[src/hdl/rbps_pkg.sv]
`timescale 1ns / 1ps
`default_nettype none

package rbps_pkg;

  // Sequence phases as shown on the result channel.
  localparam logic [2:0] PH_IDLE      = 3'd0;
  localparam logic [2:0] PH_POWER_OFF = 3'd1;
  localparam logic [2:0] PH_SETTLE    = 3'd2;
  localparam logic [2:0] PH_PULSING   = 3'd3;
  localparam logic [2:0] PH_RELEASE   = 3'd4;

  // Position inside the pulse train.
  localparam logic [1:0] HP_LEAD  = 2'd0;
  localparam logic [1:0] HP_ARMED = 2'd1;
  localparam logic [1:0] HP_LOW   = 2'd2;

  // Configuration register indexes.
  localparam logic [1:0] REG_POWER_OFF_MS = 2'd0;
  localparam logic [1:0] REG_SETTLE_MS    = 2'd1;
  localparam logic [1:0] REG_RELEASE_MS   = 2'd2;
  localparam logic [1:0] REG_PULSE_COUNT  = 2'd3;

  // Configuration reset values.
  localparam logic [15:0] POWER_OFF_MS_RST = 16'd500;
  localparam logic [15:0] SETTLE_MS_RST    = 16'd72;
  localparam logic [15:0] RELEASE_MS_RST   = 16'd50;
  localparam logic [3:0]  PULSE_COUNT_RST  = 4'd9;

  typedef struct packed {
    logic start_bind;
    logic ms_elapsed;
  } in_item_t;

  typedef struct packed {
    logic       power_enable;
    logic       signal_level;
    logic       signal_driven;
    logic [2:0] phase;
  } out_item_t;

  typedef struct packed {
    logic [15:0] power_off_ms;
    logic [15:0] settle_ms;
    logic [15:0] release_ms;
    logic [3:0]  pulse_count;
  } cfg_regs_t;

endpackage

`default_nettype wire

[src/hdl/rbps_seq.sv]
`timescale 1ns / 1ps
`default_nettype none

module rbps_seq
  import rbps_pkg::*;
#(
  parameter int COUNT_WIDTH = 16
) (
  input  wire logic      clk,
  input  wire logic      rst_n,
  input  wire logic      step_en,
  input  wire in_item_t  item,
  input  wire cfg_regs_t cfg,
  output out_item_t      result_nxt
);

  localparam int CMP_W = (COUNT_WIDTH > 16) ? COUNT_WIDTH : 16;
  localparam logic [COUNT_WIDTH-1:0] CNT_MAX = {COUNT_WIDTH{1'b1}};

  logic [2:0]             phase_r, phase_nxt;
  logic [COUNT_WIDTH-1:0] elapsed_r, elapsed_nxt, elapsed_inc;
  logic [3:0]             pulses_r, pulses_nxt, pulses_inc;
  logic [1:0]             half_r, half_nxt;
  logic                   power_r, power_nxt;
  logic                   level_r, level_nxt;
  logic                   drive_r, drive_nxt;
  logic [15:0]            limit;
  logic                   wait_hit;

  // Saturating tick count and the end-of-wait compare for the current phase.
  always_comb begin
    elapsed_inc = elapsed_r;
    if (item.ms_elapsed && (elapsed_r != CNT_MAX)) begin
      elapsed_inc = elapsed_r + 1'b1;
    end
    case (phase_r)
      PH_POWER_OFF: limit = cfg.power_off_ms;
      PH_SETTLE:    limit = cfg.settle_ms;
      default:      limit = cfg.release_ms;
    endcase
    // A limit above the counter range is reached once the counter is full.
    wait_hit = (CMP_W'(elapsed_inc) >= CMP_W'(limit)) || (elapsed_inc == CNT_MAX);
  end

  assign pulses_inc = pulses_r + 4'd1;

  // Next state for one accepted item.
  always_comb begin
    phase_nxt   = phase_r;
    elapsed_nxt = elapsed_r;
    pulses_nxt  = pulses_r;
    half_nxt    = half_r;
    power_nxt   = power_r;
    level_nxt   = level_r;
    drive_nxt   = drive_r;
    if (item.start_bind) begin
      phase_nxt   = PH_POWER_OFF;
      power_nxt   = 1'b0;
      level_nxt   = 1'b1;
      drive_nxt   = 1'b1;
      elapsed_nxt = '0;
      pulses_nxt  = '0;
      half_nxt    = HP_LEAD;
    end else begin
      unique case (phase_r)
        PH_IDLE: begin
        end
        PH_POWER_OFF: begin
          elapsed_nxt = elapsed_inc;
          if (wait_hit) begin
            power_nxt   = 1'b1;
            phase_nxt   = PH_SETTLE;
            elapsed_nxt = '0;
          end
        end
        PH_SETTLE: begin
          elapsed_nxt = elapsed_inc;
          if (wait_hit) begin
            phase_nxt   = PH_PULSING;
            half_nxt    = HP_LEAD;
            pulses_nxt  = '0;
            elapsed_nxt = '0;
          end
        end
        PH_PULSING: begin
          if (item.ms_elapsed) begin
            case (half_r)
              HP_ARMED: begin
                level_nxt = 1'b0;
                half_nxt  = HP_LOW;
              end
              HP_LOW: begin
                level_nxt  = 1'b1;
                pulses_nxt = pulses_inc;
                // A zero count ends the train after one pulse; a wrapped pulse counter also ends it.
                if ((pulses_inc >= cfg.pulse_count) || (pulses_inc == 4'd0)) begin
                  phase_nxt   = PH_RELEASE;
                  elapsed_nxt = '0;
                  half_nxt    = HP_LEAD;
                end else begin
                  half_nxt = HP_ARMED;
                end
              end
              default: half_nxt = HP_ARMED;
            endcase
          end
        end
        PH_RELEASE: begin
          elapsed_nxt = elapsed_inc;
          if (wait_hit) begin
            drive_nxt = 1'b0;
            phase_nxt = PH_IDLE;
          end
        end
        default: phase_nxt = PH_IDLE;
      endcase
    end
  end

  // Sequencer state registers.
  always_ff @(posedge clk) begin
    if (!rst_n) begin
      phase_r   <= PH_IDLE;
      elapsed_r <= '0;
      pulses_r  <= '0;
      half_r    <= HP_LEAD;
      power_r   <= 1'b1;
      level_r   <= 1'b1;
      drive_r   <= 1'b0;
    end else if (step_en) begin
      phase_r   <= phase_nxt;
      elapsed_r <= elapsed_nxt;
      pulses_r  <= pulses_nxt;
      half_r    <= half_nxt;
      power_r   <= power_nxt;
      level_r   <= level_nxt;
      drive_r   <= drive_nxt;
    end
  end

  // The result shows the state after the item.
  assign result_nxt.power_enable  = power_nxt;
  assign result_nxt.signal_level  = level_nxt;
  assign result_nxt.signal_driven = drive_nxt;
  assign result_nxt.phase         = phase_nxt;

endmodule

`default_nettype wire

[src/hdl/receiver_bind_pulse_sequencer.sv]
`timescale 1ns / 1ps
`default_nettype none

// Bind-mode sequencer for a satellite radio receiver.
// Input channel (in_valid/in_ready/in_data): one item per millisecond tick or
// request, carrying start_bind and ms_elapsed. Result channel
// (out_valid/out_ready/out_data): one result per item with power enable,
// signal line level, drive enable and the current phase.
// Configuration: cfg_wr_en writes cfg_wdata into register cfg_addr
// (0 power-off time, 1 settle time, 2 release time, 3 pulse count).
// The result of an item is valid in the cycle after its transfer. The block
// takes one item per cycle while results are taken; the state update and the
// result register sit in a single stage behind the input transfer.
// While a result waits on out_ready low, the stage is full and in_ready
// drops; it rises again in the cycle the result transfers.
// Reset (rst_n low, synchronous) empties the result register, puts the
// sequencer idle with power on, the line released and level high, and
// loads the default register values (500, 72, 50, 9).

module receiver_bind_pulse_sequencer
  import rbps_pkg::*;
#(
  parameter int COUNT_WIDTH = 16
) (
  input  wire logic        clk,
  input  wire logic        rst_n,
  input  wire logic        in_valid,
  output logic             in_ready,
  input  wire in_item_t    in_data,
  output logic             out_valid,
  input  wire logic        out_ready,
  output out_item_t        out_data,
  input  wire logic        cfg_wr_en,
  input  wire logic [1:0]  cfg_addr,
  input  wire logic [15:0] cfg_wdata
);

  cfg_regs_t cfg_r;
  out_item_t out_data_r;
  out_item_t result_nxt;
  logic      out_valid_r;
  logic      in_xfer;

  // Configuration register writes.
  always_ff @(posedge clk) begin
    if (!rst_n) begin
      cfg_r.power_off_ms <= POWER_OFF_MS_RST;
      cfg_r.settle_ms    <= SETTLE_MS_RST;
      cfg_r.release_ms   <= RELEASE_MS_RST;
      cfg_r.pulse_count  <= PULSE_COUNT_RST;
    end else if (cfg_wr_en) begin
      unique case (cfg_addr)
        REG_POWER_OFF_MS: cfg_r.power_off_ms <= cfg_wdata;
        REG_SETTLE_MS:    cfg_r.settle_ms    <= cfg_wdata;
        REG_RELEASE_MS:   cfg_r.release_ms   <= cfg_wdata;
        REG_PULSE_COUNT:  cfg_r.pulse_count  <= cfg_wdata[3:0];
        default: begin
        end
      endcase
    end
  end

  // The stage takes a new item when empty or when its result leaves now.
  assign in_ready = !out_valid_r || out_ready;
  assign in_xfer  = in_valid && in_ready;

  rbps_seq #(
    .COUNT_WIDTH(COUNT_WIDTH)
  ) u_seq (
    .clk       (clk),
    .rst_n     (rst_n),
    .step_en   (in_xfer),
    .item      (in_data),
    .cfg       (cfg_r),
    .result_nxt(result_nxt)
  );

  // Result register.
  always_ff @(posedge clk) begin
    if (!rst_n) begin
      out_valid_r <= 1'b0;
    end else if (in_xfer) begin
      out_valid_r <= 1'b1;
    end else if (out_ready) begin
      out_valid_r <= 1'b0;
    end
  end

  always_ff @(posedge clk) begin
    if (in_xfer) begin
      out_data_r <= result_nxt;
    end
  end

  assign out_valid = out_valid_r;
  assign out_data  = out_data_r;

endmodule

`default_nettype wire

[config.mk]
export PLATFORM = sky130hd
export DESIGN_NAME = receiver_bind_pulse_sequencer
export DESIGN_NICKNAME = d
export VERILOG_FILES = /design/src/hdl/rbps_pkg.sv /design/src/hdl/rbps_seq.sv /design/src/hdl/receiver_bind_pulse_sequencer.sv
export SDC_FILE = /design/constraint.sdc
export NUM_CORES = 1
export LEC_CHECK = 0
export BUFFER_PORTS_ARGS = -buffer_cell sky130_fd_sc_hd__buf_2
export CORE_UTILIZATION = 33
export DETAILED_ROUTE_END_ITERATION = 8
export HOLD_SLACK_MARGIN = 0.02
export PLACE_DENSITY_LB_ADDON = 0.2
export REMOVE_ABC_BUFFERS = 1
export SLEW_MARGIN = 20
export SYNTH_ARGS = -nofsm -noshare
export SYNTH_HDL_FRONTEND = slang
export SYNTH_SLANG_ARGS = --single-unit
[constraint.sdc]
create_clock -name clk -period 10.69 [get_ports clk]
set_clock_uncertainty 0.15 [all_clocks]
set_input_delay 0 -clock clk [delete_from_list [all_inputs] [get_ports clk]]
set_output_delay 0 -clock clk [all_outputs]
set_load 0.05 [all_outputs]
### After elaboration in Yosys (flattened, before gate mapping)

Index checks and enable logic that the tools add are counted.

* reductions and logical operators: 20
* order comparisons: 2
* add/subtract/negate cells: 2
* muxes and demuxes: 39
* eq/ne operators: 15

Operator list (number)
* $mux W16: 6
* $pmux W16 S3: 1
* $pmux W16 S2: 1
* $mux W3: 7
* $add A16 B1 Y16 const B: 1
* $eq A16 B16 Y1 const B: 1
* $ge A16 B16 Y1: 1
* $mux W4: 4
* $ne A16 B16 Y1 const B: 1
* $pmux W3 S5: 1
* $mux W1: 12
* $reduce_and A5 Y1: 2
* $ne A3 B2 Y1 const B: 3
* $pmux W2 S2: 2
* $pmux W4 S2: 1
* $reduce_and A2 Y1: 4
* $eq A2 B2 Y1 const B: 3
* $eq A3 B2 Y1 const B: 2
* $mux W2: 3
* $add A4 B1 Y4 const B: 1
* $eq A2 B1 Y1 const B: 2
* $ge A4 B4 Y1: 1
* $logic_not A4 Y1: 1
* $reduce_and A4 Y1: 1
* other kinds (13): 16

* bits in registers: 87
* bits of input ports: 25
* output and inout port bits: 8
* logic and storage cells: 94

### Logic depth before layout (Yosys ltp)

* depth after elaboration: 8
* depth in mapped cells: 18
* depth with buffers taken out: 16

### Hierarchy

A second synthesis with hierarchy kept.

* cell total of the unflattened synthesis: 584
* area, all modules: 5210.0 um^2

By module, submodules not included
* rbps_seq: seq. area each 560.5 um^2, area an instance 2911.5 um^2, cells each 370, instances 1
* receiver_bind_pulse_sequencer: seq. area each 1241.2 um^2, area an instance 2298.5 um^2, cells each 214, instances 1

### Worst setup path before layout

OpenSTA, ideal clock, no wires.

* path kind: flip-flop to flip-flop
* start point: reg u_seq.phase_r[0]
* end point: reg u_seq.elapsed_r[14]
* data required time: 10468 ps
* path slack: 6852 ps
* clock period less this slack: 3838 ps
* path buffers: 3
* setup time: 72 ps
* cell stages (with the launch flop): 18
* data arrival time: 3616 ps
* cells stage by stage: dfxtp_1 buf_2 inv_1 nor3_1 clkbuf_1 a22oi_1 nand2_1 ha_1 nand2b_1 a21o_1 a21o_1 a211o_1 a211o_1 a31oi_4 o2bb2ai_4 buf_6 nand3_1 mux2i_1

* word-level cells in the longest chain between the ends: 7
* elaborated cells between the ends (all ways): 16
* those cells by class: order compare (1); eq/ne (7); mux (4); reduce/logical (4)

Ends and longest elaborated chain
* start: declaration: RTL line rbps_seq.sv:20 `logic [2:0] phase_r, phase_nxt;`
* start signal: assignment: RTL line rbps_seq.sv:131 `phase_r <= phase_nxt;`
* $eq A3 B2 Y1 / $eq A3 B1 Y1 (equally long branches): RTL line rbps_seq.sv:36, rbps_seq.sv:65
* $pmux W16 S2: RTL line rbps_seq.sv:36 `case (phase_r)`
* $ge A16 B16 Y1: RTL line rbps_seq.sv:42 `wait_hit = (CMP_W'(elapsed_inc) >= CMP_W'(limit)) || (elapsed_inc == CNT_MAX);`
* $logic_or A1 B1 Y1: RTL line rbps_seq.sv:42
* $mux W16: RTL line rbps_seq.sv:70, rbps_seq.sv:78
* $pmux W16 S3: RTL line rbps_seq.sv:65 `unique case (phase_r)`
* $mux W16: RTL line rbps_seq.sv:56 `if (item.start_bind) begin`
* end signal: assignment: RTL line rbps_seq.sv:132 `elapsed_r <= elapsed_nxt;`
* end: declaration: RTL line rbps_seq.sv:21 `logic [COUNT_WIDTH-1:0] elapsed_r, elapsed_nxt, elapsed_inc;`

Parallel ways exist; a longest one is shown, timed or not.
A chain may end at the register's enable or synchronous reset.

### Final worst setup path

* start point: reg u_seq.elapsed_r[7]
* end point: reg u_seq.elapsed_r[9]

* word-level cells in the longest chain between the ends: 8
* elaborated cells between the ends (all ways): 10
* those cells by class: add/sub (1); order compare (1); eq/ne (2); mux (4); reduce/logical (2)

Ends and longest elaborated chain
* parallel branches: the longest is 2 deep, another holds $add A16 B1 Y16
* $mux W16 (*): RTL line rbps_seq.sv:33 `if (item.ms_elapsed && (elapsed_r != CNT_MAX)) begin`
* $ge A16 B16 Y1 / $eq A16 B16 Y1 (equally long branches): RTL line rbps_seq.sv:42
* $logic_or A1 B1 Y1: RTL line rbps_seq.sv:42
* $mux W16: RTL line rbps_seq.sv:70, rbps_seq.sv:78
* $pmux W16 S3 (*): RTL line rbps_seq.sv:65
* $mux W16 (*): RTL line rbps_seq.sv:56

Every way passes the cells marked *.

==> impl_metrics.py <==
metrics = {
    "route": {
        "routed.top_layer": "met4",
        "wl_met1_um": 5670,
        "via_count": 4234,
        "drtIter0Drc": 263,
        "finalWirelength_um": 12100,
        "post-route-drc-count": 0,
        "ant_nets": 0,
        "first_pass_iters": 5,
        "wl_met3_um": 599,
        "wl_per_cell_um": 15.0,
        "routed-wl-met2_um": 5660,
        "routed_via_density": 5.27,
    },
    "worst_setup_path": {
        "crit_type": "flip-flop to flip-flop",
        "critical_path_peak_fanout": 14,
        "critical_path_required_ps": 10820,
        "crit_path_start_kind": "flip-flop",
        "cp.arrival_ps": 4400,
        "worst_setup_path_end_kind": "flip-flop",
    },
    "floorplanning": {
        "initial_utilization_pct": 34.4,
        "io_pins": 33,
        "core-area_um2": 14100,
        "row_count": 43,
        "dieArea_um2": 15200,
        "die_h_um": 123,
        "chipWidth_um": 123,
    },
    "cts": {
        "clock_sinks": 87,
        "ctsHoldBuffers": 20,
        "post_cts_buffers": 0,
        "h-tree-depth": 3,
        "clkTransAtPathRegs_ps": 60,
        "numCtsBuffers": 9,
        "clkLatencyLatePin_ps": 340,
        "cts_resized": 0,
        "clockBufferDepth": 2,
        "cts_tree": "yes",
        "cts_root_buf": "clkbuf_16",
    },
    "layout": {
        "nFillCells": 1458,
        "diodes": 0,
        "area.growth.synth_to_final_pct": 16.6,
        "drive_gt1_share_pct": 11.2,
        "mostFrequentLayoutCell": "nand2_1",
        "fin_nets": 668,
        "fin_cells": 803,
        "final_cell_mix": "nand2_1 (128), dfxtp_1 (81), a21boi_0 (38), a21oi_1 (33), buf_2 (32)",
        "fin_util_pct": 40.2,
    },
    "run_status": {
        "violations": "negative hold slack",
        "status": "finished with violations",
    },
    "sta": {
        "fin_setup_tns_ps": 0,
        "holdWs_ps": -5.57,
        "hold_viol_final": 3,
        "worst_slew_pin_slew_ps": 865,
        "setup_violations": 0,
        "period_needed_ps": 4270,
        "rsz0062_at_grt": "false",
        "final_max_slew_viol_count": 0,
        "slew_headroom_pct": 42.1,
        "post-route-period-util_pct": 40.0,
        "timing.fmax_mhz": 234,
    },
    "synthesis": {
        "synth_flop_cell": "dfxtp_1",
        "seq_area_frac_synth_pct": 37.1,
        "syn_inst": 586,
        "yosys.area.top_type": "dfxtp_1",
        "ys_ff_latch": 87,
        "syn_area_um2": 4850,
        "yosysWarnings": 0,
        "syn_area_per_cell_um2": 8.28,
        "async_flop_share_pct": 0,
        "synth_edf_count": 6,
        "synth_top_area_share_pct": 33.4,
        "synth.area.top_cells": "dfxtp_1 (33%), nand2_1 (9.9%), ha_1 (6.4%)",
        "ys_types": 65,
    },
    "global_routing": {
        "grt_max_degree": 63,
        "overflow": 0,
        "grt_pass1_wl_um": 19800,
        "grt_pass1_vias": 3905,
        "antenna_found_initial": 0,
        "grt_usage_pct": 16.9,
    },
    "place": {
        "place_hpwl_um": 8240,
        "dp.cells": 767,
        "gp_congestion": 0.821,
        "io_buffer_count": 32,
    },
    "power_and_ir_drop": {
        "p_per_area_nw_per_um2": 136,
        "ir_drop_uv": 91.5,
        "leakagePower_nw": 2.24,
    },
    "job": {
        "drv_cap": 0,
    },
    "hold_path": {
        "hold_path.class": "primary input to flip-flop",
    },
}
-- worst max-delay path, stage by stage (launching register included) --
cell and delay [ps]:
dfxtp_1 500, nand4_2 220, or4_1 710, nand2_1 200, xor2_1 190, ha_1 240, nand2b_1 140, a21o_1 170
a21o_1 170, a211o_1 280, a211o_1 350, a31oi_4 290, o2bb2ai_4 270, o22ai_2 200, nor2_1 130
-- where the power goes --
part / switching [mW] / internal [mW]
Sequential: 0.00551 / 0.338
Combinational: 0.0475 / 0.0320
Clock: 0.134 / 0.212
Total: 0.187 / 0.583
-- layer usage --
| metal | track usage [%] | vias up |
|---|---|---|
| met1 | 23.3 | 1985 |
| met2 | 26.7 | 106 |
| li1 | - | 2133 |
| met4 | 4.74 | 0 |
| met5 | 0 | - |
| met3 | 3.27 | 10 |
-- cell usage after synthesis, types with 3 or more instances --
cell      count
nor2b_1       5
buf_4         3
nand4_1       6
a21boi_0     38
o22ai_1       3
nand2_1     128
edfxtp_1      6
xor2_1        7
nor2_1       25
o21ai_0      14
clkbuf_1     24
mux2i_1       8
nand3_1      24
dfxtp_1      81
and3_1        3
a21o_1        6
buf_2         5
nor3b_1       3
a32o_1        7
nand2b_1     12
ha_1         25
xnor2_1      12
inv_1        19
and4_1        4
a21oi_1      33
o21a_1        4
nor3_1       12
and2_1        4
a31oi_1       3
nor4_1        5
a22o_1       16
-- flip-flops by register name (all words and copies together) (netlist names) --
register and cells:
u_seq.elapsed_r 16, out_valid 1, u_seq.half_r 2, out_data 6, u_seq.phase_r 3, u_seq.power_r 1, u_seq.drive_r 1, u_seq.pulses_r 4
u_seq.level_r 1, cfg_r 52
-- per-stage QoR --
step / power [mW] / instance area (µm²) / setup slack [ps]
after floorplan: 0.397 / 4700 / 6240
after global routing: 0.803 / 5660 / 6120
final: 0.769 / 5660 / 6420
after detailed placement: 0.425 / 5120 / 6490
after CTS: 0.780 / 5650 / 6440
after global placement: 0.423 / 5120 / 6560
-- worst paths after layout --
check                      from                 end  slack (ps)  cells past startpoint
max          u_seq.elapsed_r[7]  u_seq.elapsed_r[9]        6420                     14
min                 cfg_addr[0]           cfg_r[37]          -6                      4
max reg2reg  u_seq.elapsed_r[7]  u_seq.elapsed_r[9]        6420                     14
min reg2reg           cfg_r[17]           cfg_r[17]         310                      2
-- final cells by class --
type / instances / area (µm²) / share of cell area, %
Multi-Input combinational cell: 445 / 2840 / 50.2
Inverter: 19 / 71.3 / 1.26
Tap cell: 180 / 225 / 3.98
Timing Repair Buffer: 56 / 390 / 6.90
Sequential cell: 87 / 1800 / 31.8
Clock inverter: 6 / 91.3 / 1.61
Clock buffer: 10 / 239 / 4.22
-- logic make-up after synthesis --
group	after synthesis	synth area share, %
and+or+nand+nor	247	24.5
DFF	87	37.1
buffers and inverters	54	4.72
muxes	9	1.96
xor gates and xnor gates	19	3.43
AOI/OAI and AO/OA	145	21.8
adders and majority gates	25	6.44
(Power assumes the default switching activity.)
